==> config.mk <==
export PLATFORM = sky130hd
export DESIGN_NAME = priority_ready_list
export DESIGN_NICKNAME = d
export VERILOG_FILES = /design/src/rtl/prl_pkg.sv /design/src/rtl/prl_ctrl.sv /design/src/rtl/prl_dpath.sv /design/src/rtl/priority_ready_list.sv
export SDC_FILE = /design/constraint.sdc
export NUM_CORES = 1
export LEC_CHECK = 0
export ABC_AREA = 1
export BUFFER_PORTS_ARGS = -buffer_cell sky130_fd_sc_hd__buf_2
export CAP_MARGIN = 20
export CELL_PAD_IN_SITES_DETAIL_PLACEMENT = 1
export CELL_PAD_IN_SITES_GLOBAL_PLACEMENT = 1
export CORE_MARGIN = 8
export CORE_UTILIZATION = 50
export DETAILED_ROUTE_END_ITERATION = 8
export PLACE_DENSITY = 0.88
export SYNTH_ARGS = -nofsm -noshare
export SYNTH_HDL_FRONTEND = slang
export SYNTH_SLANG_ARGS = --single-unit
==> constraint.sdc <==
create_clock -name clk -period 3.6 [get_ports clk]
set_input_delay 0.18 -clock clk [delete_from_list [all_inputs] [get_ports clk]]
set_output_delay 0.18 -clock clk [all_outputs]
set_load 0.02 [all_outputs]
==> src/rtl/prl_pkg.sv <==
`timescale 1ns / 1ps
`default_nettype none

package prl_pkg;

	// Slot table geometry; the slot field widths follow from the slot count
	localparam int TASK_SLOTS = 16;
	localparam int SLOT_W     = $clog2(TASK_SLOTS);
	localparam int LINK_W     = SLOT_W + 1;
	localparam int PRIO_REQ_W = 8;

	// Link value for "no slot" / empty list
	localparam logic [LINK_W-1:0] NO_SLOT = LINK_W'(TASK_SLOTS);

	// Commands
	localparam logic [1:0] CMD_CREATE  = 2'd0;
	localparam logic [1:0] CMD_INSERT  = 2'd1;
	localparam logic [1:0] CMD_SUSPEND = 2'd2;
	localparam logic [1:0] CMD_RESUME  = 2'd3;

	// Result status
	localparam logic [1:0] ST_OK         = 2'd0;
	localparam logic [1:0] ST_FULL       = 2'd1;
	localparam logic [1:0] ST_WRONG_LIST = 2'd2;
	localparam logic [1:0] ST_LAST_READY = 2'd3;

	// List membership of a slot
	localparam logic [1:0] LIST_NONE  = 2'd0;
	localparam logic [1:0] LIST_READY = 2'd1;
	localparam logic [1:0] LIST_SUSP  = 2'd2;

	typedef struct packed {
		logic [1:0]            command;
		logic [SLOT_W-1:0]     task_index;
		logic [PRIO_REQ_W-1:0] priority_req;
	} req_t;

	typedef struct packed {
		logic [SLOT_W-1:0] task_id;
		logic [LINK_W-1:0] ready_head;
		logic [1:0]        status;
	} rsp_t;

	// Datapath steps issued by the controller
	typedef struct packed {
		logic load;
		logic create;
		logic check;
		logic eval;
		logic susp_a;
		logic susp_b;
		logic susp_c;
		logic walk_rd;
		logic walk_cmp;
		logic link_a;
		logic link_b;
		logic finish;
	} ctl_t;

	// Datapath flags seen by the controller
	typedef struct packed {
		logic [1:0] command;
		logic       fail;
		logic       cur_none;
		logic       walk_more;
	} dp_stat_t;

endpackage

`default_nettype wire

==> src/rtl/prl_ctrl.sv <==
`timescale 1ns / 1ps
`default_nettype none

module prl_ctrl (
	input  logic            clk,
	input  logic            arst_n,
	input  logic            req_valid,
	input  logic [1:0]      command,
	input  prl_pkg::dp_stat_t stat,
	input  logic            out_free,
	output prl_pkg::ctl_t   ctl,
	output logic            idle
);
	import prl_pkg::*;

	typedef enum logic [11:0] {
		S_IDLE     = 12'b0000_0000_0001,
		S_CREATE   = 12'b0000_0000_0010,
		S_CHECK    = 12'b0000_0000_0100,
		S_EVAL     = 12'b0000_0000_1000,
		S_SUSP_A   = 12'b0000_0001_0000,
		S_SUSP_B   = 12'b0000_0010_0000,
		S_SUSP_C   = 12'b0000_0100_0000,
		S_WALK_RD  = 12'b0000_1000_0000,
		S_WALK_CMP = 12'b0001_0000_0000,
		S_LINK_A   = 12'b0010_0000_0000,
		S_LINK_B   = 12'b0100_0000_0000,
		S_DONE     = 12'b1000_0000_0000
	} state_t;

	state_t state_q, state_d;

	assign idle = (state_q == S_IDLE);

	always_comb begin
		state_d = state_q;
		unique case (state_q)
			S_IDLE: begin
				if (req_valid) begin
					state_d = (command == CMD_CREATE) ? S_CREATE : S_CHECK;
				end
			end
			S_CREATE:   state_d = S_DONE;
			S_CHECK:    state_d = stat.fail ? S_DONE : S_EVAL;
			S_EVAL: begin
				if (stat.fail) begin
					state_d = S_DONE;
				end else begin
					state_d = (stat.command == CMD_SUSPEND) ? S_SUSP_A : S_WALK_RD;
				end
			end
			S_SUSP_A:   state_d = S_SUSP_B;
			S_SUSP_B:   state_d = S_SUSP_C;
			S_SUSP_C:   state_d = S_DONE;
			S_WALK_RD:  state_d = stat.cur_none ? S_LINK_A : S_WALK_CMP;
			S_WALK_CMP: state_d = stat.walk_more ? S_WALK_RD : S_LINK_A;
			S_LINK_A:   state_d = S_LINK_B;
			S_LINK_B:   state_d = S_DONE;
			S_DONE:     state_d = out_free ? S_IDLE : S_DONE;
			default:    state_d = S_IDLE;
		endcase
	end

	always_ff @(posedge clk or negedge arst_n) begin
		if (!arst_n) begin
			state_q <= S_IDLE;
		end else begin
			state_q <= state_d;
		end
	end

	always_comb begin
		ctl          = '0;
		ctl.load     = idle && req_valid;
		ctl.create   = (state_q == S_CREATE);
		ctl.check    = (state_q == S_CHECK);
		ctl.eval     = (state_q == S_EVAL);
		ctl.susp_a   = (state_q == S_SUSP_A);
		ctl.susp_b   = (state_q == S_SUSP_B);
		ctl.susp_c   = (state_q == S_SUSP_C);
		ctl.walk_rd  = (state_q == S_WALK_RD);
		ctl.walk_cmp = (state_q == S_WALK_CMP);
		ctl.link_a   = (state_q == S_LINK_A);
		ctl.link_b   = (state_q == S_LINK_B);
		ctl.finish   = (state_q == S_DONE) && out_free;
	end

endmodule

`default_nettype wire

==> src/rtl/prl_dpath.sv <==
`timescale 1ns / 1ps
`default_nettype none

module prl_dpath #(
	parameter int PRIORITY_BITS = 8
) (
	input  logic              clk,
	input  logic              arst_n,
	input  prl_pkg::req_t     req,
	input  prl_pkg::ctl_t     ctl,
	output prl_pkg::dp_stat_t stat,
	output prl_pkg::rsp_t     result
);
	import prl_pkg::*;

	localparam int ExtW = PRIORITY_BITS + PRIO_REQ_W;

	// Slot table, one write and one registered read per store and cycle
	logic [PRIORITY_BITS-1:0] prio_mem [TASK_SLOTS];
	logic [LINK_W-1:0]        next_mem [TASK_SLOTS];
	logic [LINK_W-1:0]        prev_mem [TASK_SLOTS];
	logic [1:0]               list_mem [TASK_SLOTS];

	logic [PRIORITY_BITS-1:0] rd_prio_q;
	logic [LINK_W-1:0]        rd_next_q;
	logic [LINK_W-1:0]        rd_prev_q;
	logic [1:0]               rd_list_q;

	logic [LINK_W-1:0] ready_first_q;
	logic [LINK_W-1:0] susp_first_q;
	logic [LINK_W-1:0] slots_used_q;

	logic [1:0]               cmd_q;
	logic [SLOT_W-1:0]        slot_q;
	logic [PRIO_REQ_W-1:0]    prio_req_q;
	logic [PRIORITY_BITS-1:0] newp_q;
	logic [LINK_W-1:0]        cur_q;
	logic [LINK_W-1:0]        before_q;
	logic [SLOT_W-1:0]        id_q;
	logic [1:0]               status_q;

	logic [ExtW-1:0]          prio_ext;
	logic                     table_full;
	logic                     idx_unused;
	logic                     is_susp;
	logic                     fail;
	logic                     resume_ok;
	logic [SLOT_W-1:0]        rd_addr;
	logic [LINK_W-1:0]        slot_link;

	logic                     prio_we;
	logic [SLOT_W-1:0]        prio_waddr;
	logic                     next_we, prev_we, list_we;
	logic [SLOT_W-1:0]        next_waddr, prev_waddr, list_waddr;
	logic [LINK_W-1:0]        next_wdata, prev_wdata;
	logic [1:0]               list_wdata;

	assign prio_ext   = ExtW'(prio_req_q);
	assign table_full = (slots_used_q == LINK_W'(TASK_SLOTS));
	assign idx_unused = ({1'b0, slot_q} >= slots_used_q);
	assign is_susp    = (cmd_q == CMD_SUSPEND);
	assign slot_link  = {1'b0, slot_q};

	always_comb begin
		fail = 1'b0;
		if (ctl.check) begin
			fail = is_susp ? (ready_first_q == NO_SLOT) : idx_unused;
		end else if (ctl.eval) begin
			priority case (cmd_q)
				CMD_INSERT:  fail = (rd_list_q != LIST_NONE);
				CMD_RESUME:  fail = (rd_list_q != LIST_SUSP);
				default:     fail = (rd_next_q == NO_SLOT);
			endcase
		end
	end

	assign resume_ok = ctl.eval && (cmd_q == CMD_RESUME) && !fail;

	assign stat.command   = cmd_q;
	assign stat.fail      = fail;
	assign stat.cur_none  = (cur_q == NO_SLOT);
	assign stat.walk_more = (rd_prio_q < newp_q);

	always_comb begin
		if (ctl.check && is_susp) begin
			rd_addr = ready_first_q[SLOT_W-1:0];
		end else if (ctl.walk_rd) begin
			rd_addr = cur_q[SLOT_W-1:0];
		end else begin
			rd_addr = slot_q;
		end
	end

	// Write ports; the steps exclude each other
	always_comb begin
		prio_we    = ctl.create && !table_full;
		prio_waddr = slots_used_q[SLOT_W-1:0];

		next_we    = 1'b0;
		next_waddr = slot_q;
		next_wdata = NO_SLOT;
		prev_we    = 1'b0;
		prev_waddr = slot_q;
		prev_wdata = NO_SLOT;
		list_we    = 1'b0;
		list_waddr = slot_q;
		list_wdata = LIST_NONE;

		if (ctl.create && !table_full) begin
			next_we    = 1'b1;
			next_waddr = slots_used_q[SLOT_W-1:0];
			prev_we    = 1'b1;
			prev_waddr = slots_used_q[SLOT_W-1:0];
			list_we    = 1'b1;
			list_waddr = slots_used_q[SLOT_W-1:0];
		end else if (resume_ok) begin
			// unlink from the suspended list
			next_we    = (rd_prev_q != NO_SLOT);
			next_waddr = rd_prev_q[SLOT_W-1:0];
			next_wdata = rd_next_q;
			prev_we    = (rd_next_q != NO_SLOT);
			prev_waddr = rd_next_q[SLOT_W-1:0];
			prev_wdata = rd_prev_q;
		end else if (ctl.susp_a) begin
			next_we    = 1'b1;
			next_wdata = susp_first_q;
			prev_we    = 1'b1;
			prev_waddr = cur_q[SLOT_W-1:0];
			list_we    = 1'b1;
			list_wdata = LIST_SUSP;
		end else if (ctl.susp_b) begin
			prev_we    = 1'b1;
		end else if (ctl.susp_c) begin
			prev_we    = (susp_first_q != NO_SLOT);
			prev_waddr = susp_first_q[SLOT_W-1:0];
			prev_wdata = slot_link;
		end else if (ctl.link_a) begin
			next_we    = 1'b1;
			next_wdata = cur_q;
			prev_we    = 1'b1;
			prev_wdata = before_q;
			list_we    = 1'b1;
			list_wdata = LIST_READY;
		end else if (ctl.link_b) begin
			next_we    = (before_q != NO_SLOT);
			next_waddr = before_q[SLOT_W-1:0];
			next_wdata = slot_link;
			prev_we    = (cur_q != NO_SLOT);
			prev_waddr = cur_q[SLOT_W-1:0];
			prev_wdata = slot_link;
		end
	end

	always_ff @(posedge clk) begin
		if (prio_we) begin
			prio_mem[prio_waddr] <= prio_ext[PRIORITY_BITS-1:0];
		end
		if (next_we) begin
			next_mem[next_waddr] <= next_wdata;
		end
		if (prev_we) begin
			prev_mem[prev_waddr] <= prev_wdata;
		end
		if (list_we) begin
			list_mem[list_waddr] <= list_wdata;
		end
		rd_prio_q <= prio_mem[rd_addr];
		rd_next_q <= next_mem[rd_addr];
		rd_prev_q <= prev_mem[rd_addr];
		rd_list_q <= list_mem[rd_addr];
	end

	// List heads and fill count
	always_ff @(posedge clk or negedge arst_n) begin
		if (!arst_n) begin
			ready_first_q <= NO_SLOT;
			susp_first_q  <= NO_SLOT;
			slots_used_q  <= '0;
		end else begin
			if (ctl.create && !table_full) begin
				slots_used_q <= slots_used_q + LINK_W'(1);
			end
			if (resume_ok && (rd_prev_q == NO_SLOT)) begin
				susp_first_q <= rd_next_q;
			end
			if (ctl.susp_a) begin
				ready_first_q <= cur_q;
			end
			if (ctl.susp_c) begin
				susp_first_q <= slot_link;
			end
			if (ctl.link_a && (before_q == NO_SLOT)) begin
				ready_first_q <= slot_link;
			end
		end
	end

	// Per-item working registers
	always_ff @(posedge clk) begin
		if (ctl.load) begin
			cmd_q      <= req.command;
			slot_q     <= req.task_index;
			prio_req_q <= req.priority_req;
			status_q   <= ST_OK;
			if ((req.command == CMD_CREATE) || (req.command == CMD_SUSPEND)) begin
				id_q <= '0;
			end else begin
				id_q <= req.task_index;
			end
		end
		if (ctl.create) begin
			if (table_full) begin
				status_q <= ST_FULL;
			end else begin
				id_q <= slots_used_q[SLOT_W-1:0];
			end
		end
		if (ctl.check) begin
			if (is_susp) begin
				slot_q <= ready_first_q[SLOT_W-1:0];
			end
			if (fail) begin
				status_q <= is_susp ? ST_LAST_READY : ST_WRONG_LIST;
			end
		end
		if (ctl.eval) begin
			if (fail) begin
				status_q <= is_susp ? ST_LAST_READY : ST_WRONG_LIST;
			end else if (is_susp) begin
				cur_q <= rd_next_q;
				id_q  <= slot_q;
			end else begin
				newp_q   <= rd_prio_q;
				cur_q    <= ready_first_q;
				before_q <= NO_SLOT;
			end
		end
		if (ctl.walk_cmp && stat.walk_more) begin
			before_q <= cur_q;
			cur_q    <= rd_next_q;
		end
	end

	assign result.task_id    = id_q;
	assign result.ready_head = ready_first_q;
	assign result.status     = status_q;

`ifndef SYNTHESIS
	a_slots_bound: assert property (@(posedge clk) disable iff (!arst_n)
		slots_used_q <= LINK_W'(TASK_SLOTS))
		else $error("slot fill count beyond table size");

	a_full_no_change: assert property (@(posedge clk) disable iff (!arst_n)
		(ctl.create && table_full) |=> (status_q == ST_FULL) && $stable(slots_used_q))
		else $error("create on full table changed state");

	a_link_distinct: assert property (@(posedge clk) disable iff (!arst_n)
		ctl.link_a |-> ((before_q != cur_q) || (cur_q == NO_SLOT)))
		else $error("insert neighbors are the same slot");
`endif

endmodule

`default_nettype wire

==> src/rtl/priority_ready_list.sv <==
`timescale 1ns / 1ps
`default_nettype none

// Task scheduler over a table of sixteen slots, each holding a priority
// and the links of a doubly linked list. Create hands out the next free
// slot, insert puts a created slot into the ready list (sorted by
// priority, lowest number first, a new entry ahead of equal ones),
// suspend moves the ready head onto the head of the suspended list, and
// resume moves a suspended slot back into the ready list. Every command
// gives exactly one result item: the slot acted on, the ready head after
// the command (16 when empty) and a status (ok, table full, slot not in
// the expected list, or a suspend that would empty the ready list). The
// block works on one command at a time. Create writes the next free slot,
// suspend relinks the ready head onto the suspended list, and insert or
// resume walks the ready list from its head, reading one entry at a time
// through the single registered read port of the slot table until it
// meets the tail or the first entry whose priority number is not smaller
// than the new one; a command rejected on its first check or on the
// slot's list ends there. A finished result sits in an output register,
// so the next command is taken while the result still waits to be taken;
// a command that finishes while that register is still held waits for
// it. PRIORITY_BITS sets how many low bits of the requested priority are
// kept.
module priority_ready_list #(
	parameter int PRIORITY_BITS = 8
) (
	input  logic          clk,
	input  logic          arst_n,
	input  logic          req_valid,
	output logic          req_stall,
	input  prl_pkg::req_t req,
	output logic          rsp_valid,
	input  logic          rsp_stall,
	output prl_pkg::rsp_t rsp
);
	import prl_pkg::*;

	ctl_t     ctl;
	dp_stat_t stat;
	rsp_t     result;
	logic     idle;
	logic     out_free;

	logic     rsp_valid_q;
	rsp_t     rsp_q;

	// The output slot frees when empty or when its item leaves this cycle
	assign out_free = !rsp_valid_q || !rsp_stall;

	// Take a new command only when the sequencer is idle
	assign req_stall = !idle;

	prl_ctrl u_ctrl (
		.clk       (clk),
		.arst_n    (arst_n),
		.req_valid (req_valid),
		.command   (req.command),
		.stat      (stat),
		.out_free  (out_free),
		.ctl       (ctl),
		.idle      (idle)
	);

	prl_dpath #(
		.PRIORITY_BITS (PRIORITY_BITS)
	) u_dpath (
		.clk    (clk),
		.arst_n (arst_n),
		.req    (req),
		.ctl    (ctl),
		.stat   (stat),
		.result (result)
	);

	// Output register: load on finish, drop once taken
	always_ff @(posedge clk or negedge arst_n) begin
		if (!arst_n) begin
			rsp_valid_q <= 1'b0;
		end else if (ctl.finish) begin
			rsp_valid_q <= 1'b1;
		end else if (!rsp_stall) begin
			rsp_valid_q <= 1'b0;
		end
	end

	always_ff @(posedge clk) begin
		if (ctl.finish) begin
			rsp_q <= result;
		end
	end

	assign rsp_valid = rsp_valid_q;
	assign rsp       = rsp_q;

`ifndef SYNTHESIS
	a_one_at_a_time: assert property (@(posedge clk) disable iff (!arst_n)
		(req_valid && !req_stall) |=> req_stall)
		else $error("second item taken while a command is in flight");

	a_no_overwrite: assert property (@(posedge clk) disable iff (!arst_n)
		ctl.finish |-> !(rsp_valid_q && rsp_stall))
		else $error("result overwrites an item not yet taken");
`endif

endmodule

`default_nettype wire

==> reports/qor.csv <==
metric,value,unit
status,"finished, violations left",
maximum clock rate,275.6,MHz
post-route antenna net violation count,0,
"Setup violations, final",5,
"commonest non-fill, non-tap cell in the layout",nand2_1,
max_slew headroom,0.3472,
initial core utilization,0.5063,
slowest cell on the critical path,nor2_1,
initial DRC count,1453,
"Remaining Overflow, GRT",0,
Setup crit end kind,flip-flop,
filler cell count,4128,
MaxCap Viol Count,0,
Final Critical Period,3.628,ns
critical path type,flip-flop to flip-flop,
CP Data Required Time,3.81,ns
DR vias/cell,5.999,
Worst VDD drop,654.7,uV
Syn Area/Cell,9.949,sq um
row cnt,71,
vias in the first global route,16040,
"Seq/Total Area, Yosys",0.6367,
initial antenna violation count,2,
crit start category,flip-flop,
yosys warns,0,
Die Y-Extent,210.8,microns
multi-input logic area,0.005833,sq mm
"commonest cells after routing, fill and taps aside","nand2_1, edfxtp_1, nand3_1, inv_1, nor2_1",
CTS Buffer Depth,3,
layout cells sized above 1,0.09292,
worst skew pair latency,0.58,ns
CTS tree,yes,
core area,0.03749,sq mm
CP arrival,3.83,ns
hold_sp,req[10],
Switch Pwr,6143,uW
"Net count, final",1987,
Worst-path clk slew,0.06,ns
Gate Count Post-Synth,1908,
ys flop type,edfxtp_1,
Post-Layout Cell Count,2503,
Gate power share,0.330,
Die Width,210.8,microns
wire per inst,24.52,microns
setup slack at placement,0.2316,ns
dpl hpwl,39.64,mm
Total GRT Usage,0.2749,
Cell Int Power,9728,uW
dpl cell area,0.01978,sq mm
root buffer cell,clkbuf_16,
placed insts,2403,
number of remaining DRC errors,0,
crit path from,u_dpath.slots_used_q[2],
CP bufs+invs,3,
Netlist cell types,39,
I/O Buffers,30,
RSZ-0062 raised after global routing,yes,
Post-Syn Area,0.01898,sq mm
"most used cell, CP",nand2_1,
clock share of power,0.291,
final wirelength,61.38,mm
syn_nets,1941,
reg2reg start,u_dpath.slots_used_q[2],
Hold Crit Class,input port to flip-flop,
TritonRoute pass-1 iters,5,
final worst slack,-0.02813,ns
Max H-tree Level,2,
cts bufs inserted,45,
Critical Path Fanout Max,20,
GPL Wtd Cong,0.9685,
"Hold Vio Cnt, Final",0,
postcts setup bufs,0,
first-pass GRT wire length,93.92,mm
Top delay family on crit path,simple AND/OR/NAND/NOR gates,
fin. max-slew vios,0,
design area,0.02143,sq mm
sequential power share,0.379,
CTS Sinks,417,
Lkg Pwr,0.008778,uW
largest net degree at the start of global routing,162,
#FFs+latches synth,417,
power per cell area,740.7,mW/mm^2
# IOs,31,
via count,15020,
failing checks,negative setup slack,
CP cell instances,inv_1 > ha_1 > nand2_1 > nand2_1 > a21oi_1 > nand3_1 > nand2_1 > nand2_1 > nand2_2 > nand3_1 > buf_4 > inv_1 > nand2_1 > nand2_1 > nand3_1 > nor2_1,
Post-synth EDFFs,359,
Worst path max stage delay,0.48,ns
Reg area,0.01209,sq mm
register-to-register path setup slack,-0.03,ns
Area Overhead vs Synth,12.87,%
Net Sw Frac,0.3871,
clk_skew,0.01715,ns
fin crit share,1.008,
worst-margin pin slew,0.9755,ns
Die Area,0.04446,sq mm
async set-reset flop share out of synthesis,0.06715,
## registers in the layout, summed over array words and instances, names as in the netlist, 8 cells and up
| signal | count |
|---|---|
| u_dpath.prev_mem | 80 |
| u_dpath.prio_mem | 128 |
| u_dpath.next_mem | 80 |
| u_dpath.rd_prio_q | 8 |
| u_dpath.newp_q | 8 |
| u_dpath.list_mem | 32 |
| u_ctrl.state_q | 12 |
| rsp | 11 |
| u_dpath.prio_req_q | 8 |
## what timing repair did
action / in CTS / in global routing
hold buffers: 15 / 0
setup endpoints to repair: 0 / 84
hold endpoints to repair: 40 / 0
resized for setup: 0 / 17
## final timing paths
kind / to / cells past startpoint
min in group asynchronous: u_dpath.ready_first_q[0] / 2
setup reg to reg: u_dpath.prev_mem[7][1] / 16
max in group asynchronous: rsp_valid / 2
hold reg to reg: rsp[1] / 0
setup / recovery: u_dpath.prev_mem[7][1] / 16
hold / removal: u_dpath.slot_q[2] / 5
## synth_stat cells (4+ instances only)
cell type	count	area share
inv_1	182	0.036
a21oi_1	23	0.0061
nand4_1	23	0.0076
nand3_1	337	0.089
buf_4	7	0.0028
ha_1	15	0.0099
edfxtp_1	359	0.57
clkbuf_1	35	0.0069
nand2_2	7	0.0023
dfxtp_1	30	0.032
o221ai_1	4	0.0018
nor3_1	13	0.0034
o211ai_1	12	0.0047
a22oi_1	4	0.0016
nor2_2	5	0.0016
nor2_1	103	0.020
nand3b_1	82	0.032
buf_1	17	0.0034
or2_2	4	0.0013
nand2_1	521	0.10
dfrtp_1	25	0.033
o21ai_0	44	0.012
buf_2	29	0.0076
## layer usage
layer,wire (microns),track usage,up-vias,part of all wire
met5,13,0,-,0.00021
met1,23510,0.3271,7502,0.38
li1,-,-,6598,-
met2,30050,0.4643,701,0.49
met4,3346,0.1525,2,0.055
met3,4458,0.05579,212,0.073
## per-stage QoR
step,hold slack [ns],util,setup TNS [ns],total power (uW)
floorplan,-0.1156,-,0,9247
global placement,0.2703,0.5275,0,10790
detailed placement,0.2708,0.5275,0,11100
CTS,0.004658,0.5703,0,15760
global route,0.03879,0.5715,-2.128,16510
finish,0.01544,0.5715,-0.1296,15870
## power by group through the flow
stage               combinational (uW)  clock (uW)  sequential [uW]
floorplan                         3330           0             5920
detailed placement                5020           0             6080
CTS                               5140        4630             5990
global route                      5680        4810             6030
global placement                  4750           0             6040
finish                            5240        4610             6020
## cells by family (layout without fill, tap and decap cells)
family / after synthesis / in the layout / share of synthesized area
flops: 417 / 417 / 0.6367
xor+xnor: 3 / 3 / 0.001384
other cells: 0 / 1 / 0
fa+ha+maj: 15 / 15 / 0.009887
simple gates: 1101 / 1101 / 0.2637
buf+inv: 278 / 361 / 0.05880
compound gates: 94 / 94 / 0.02953
## worst reg2reg max path, stage by stage, from the launching register on
cell	delay [ns]
dfrtp_1	0.46
inv_1	0.16
ha_1	0.36
nand2_1	0.11
nand2_1	0.06
a21oi_1	0.13
nand3_1	0.09
nand2_1	0.08
nand2_1	0.13
nand2_2	0.18
nand3_1	0.09
buf_4	0.23
inv_1	0.15
nand2_1	0.08
nand2_1	0.20
nand3_1	0.25
nor2_1	0.49
## cell type report
class,count,area share
Multi-Input combinational cell,1213,0.2722
Clock buffer,62,0.05986
Timing Repair Buffer,88,0.03259
Sequential cell,417,0.5641
Inverter,189,0.03323
Tap cell,511,0.02984
Antenna cell,1,0.0001168
Clock inverter,22,0.008059
Power figures use the tool's default switching activity.
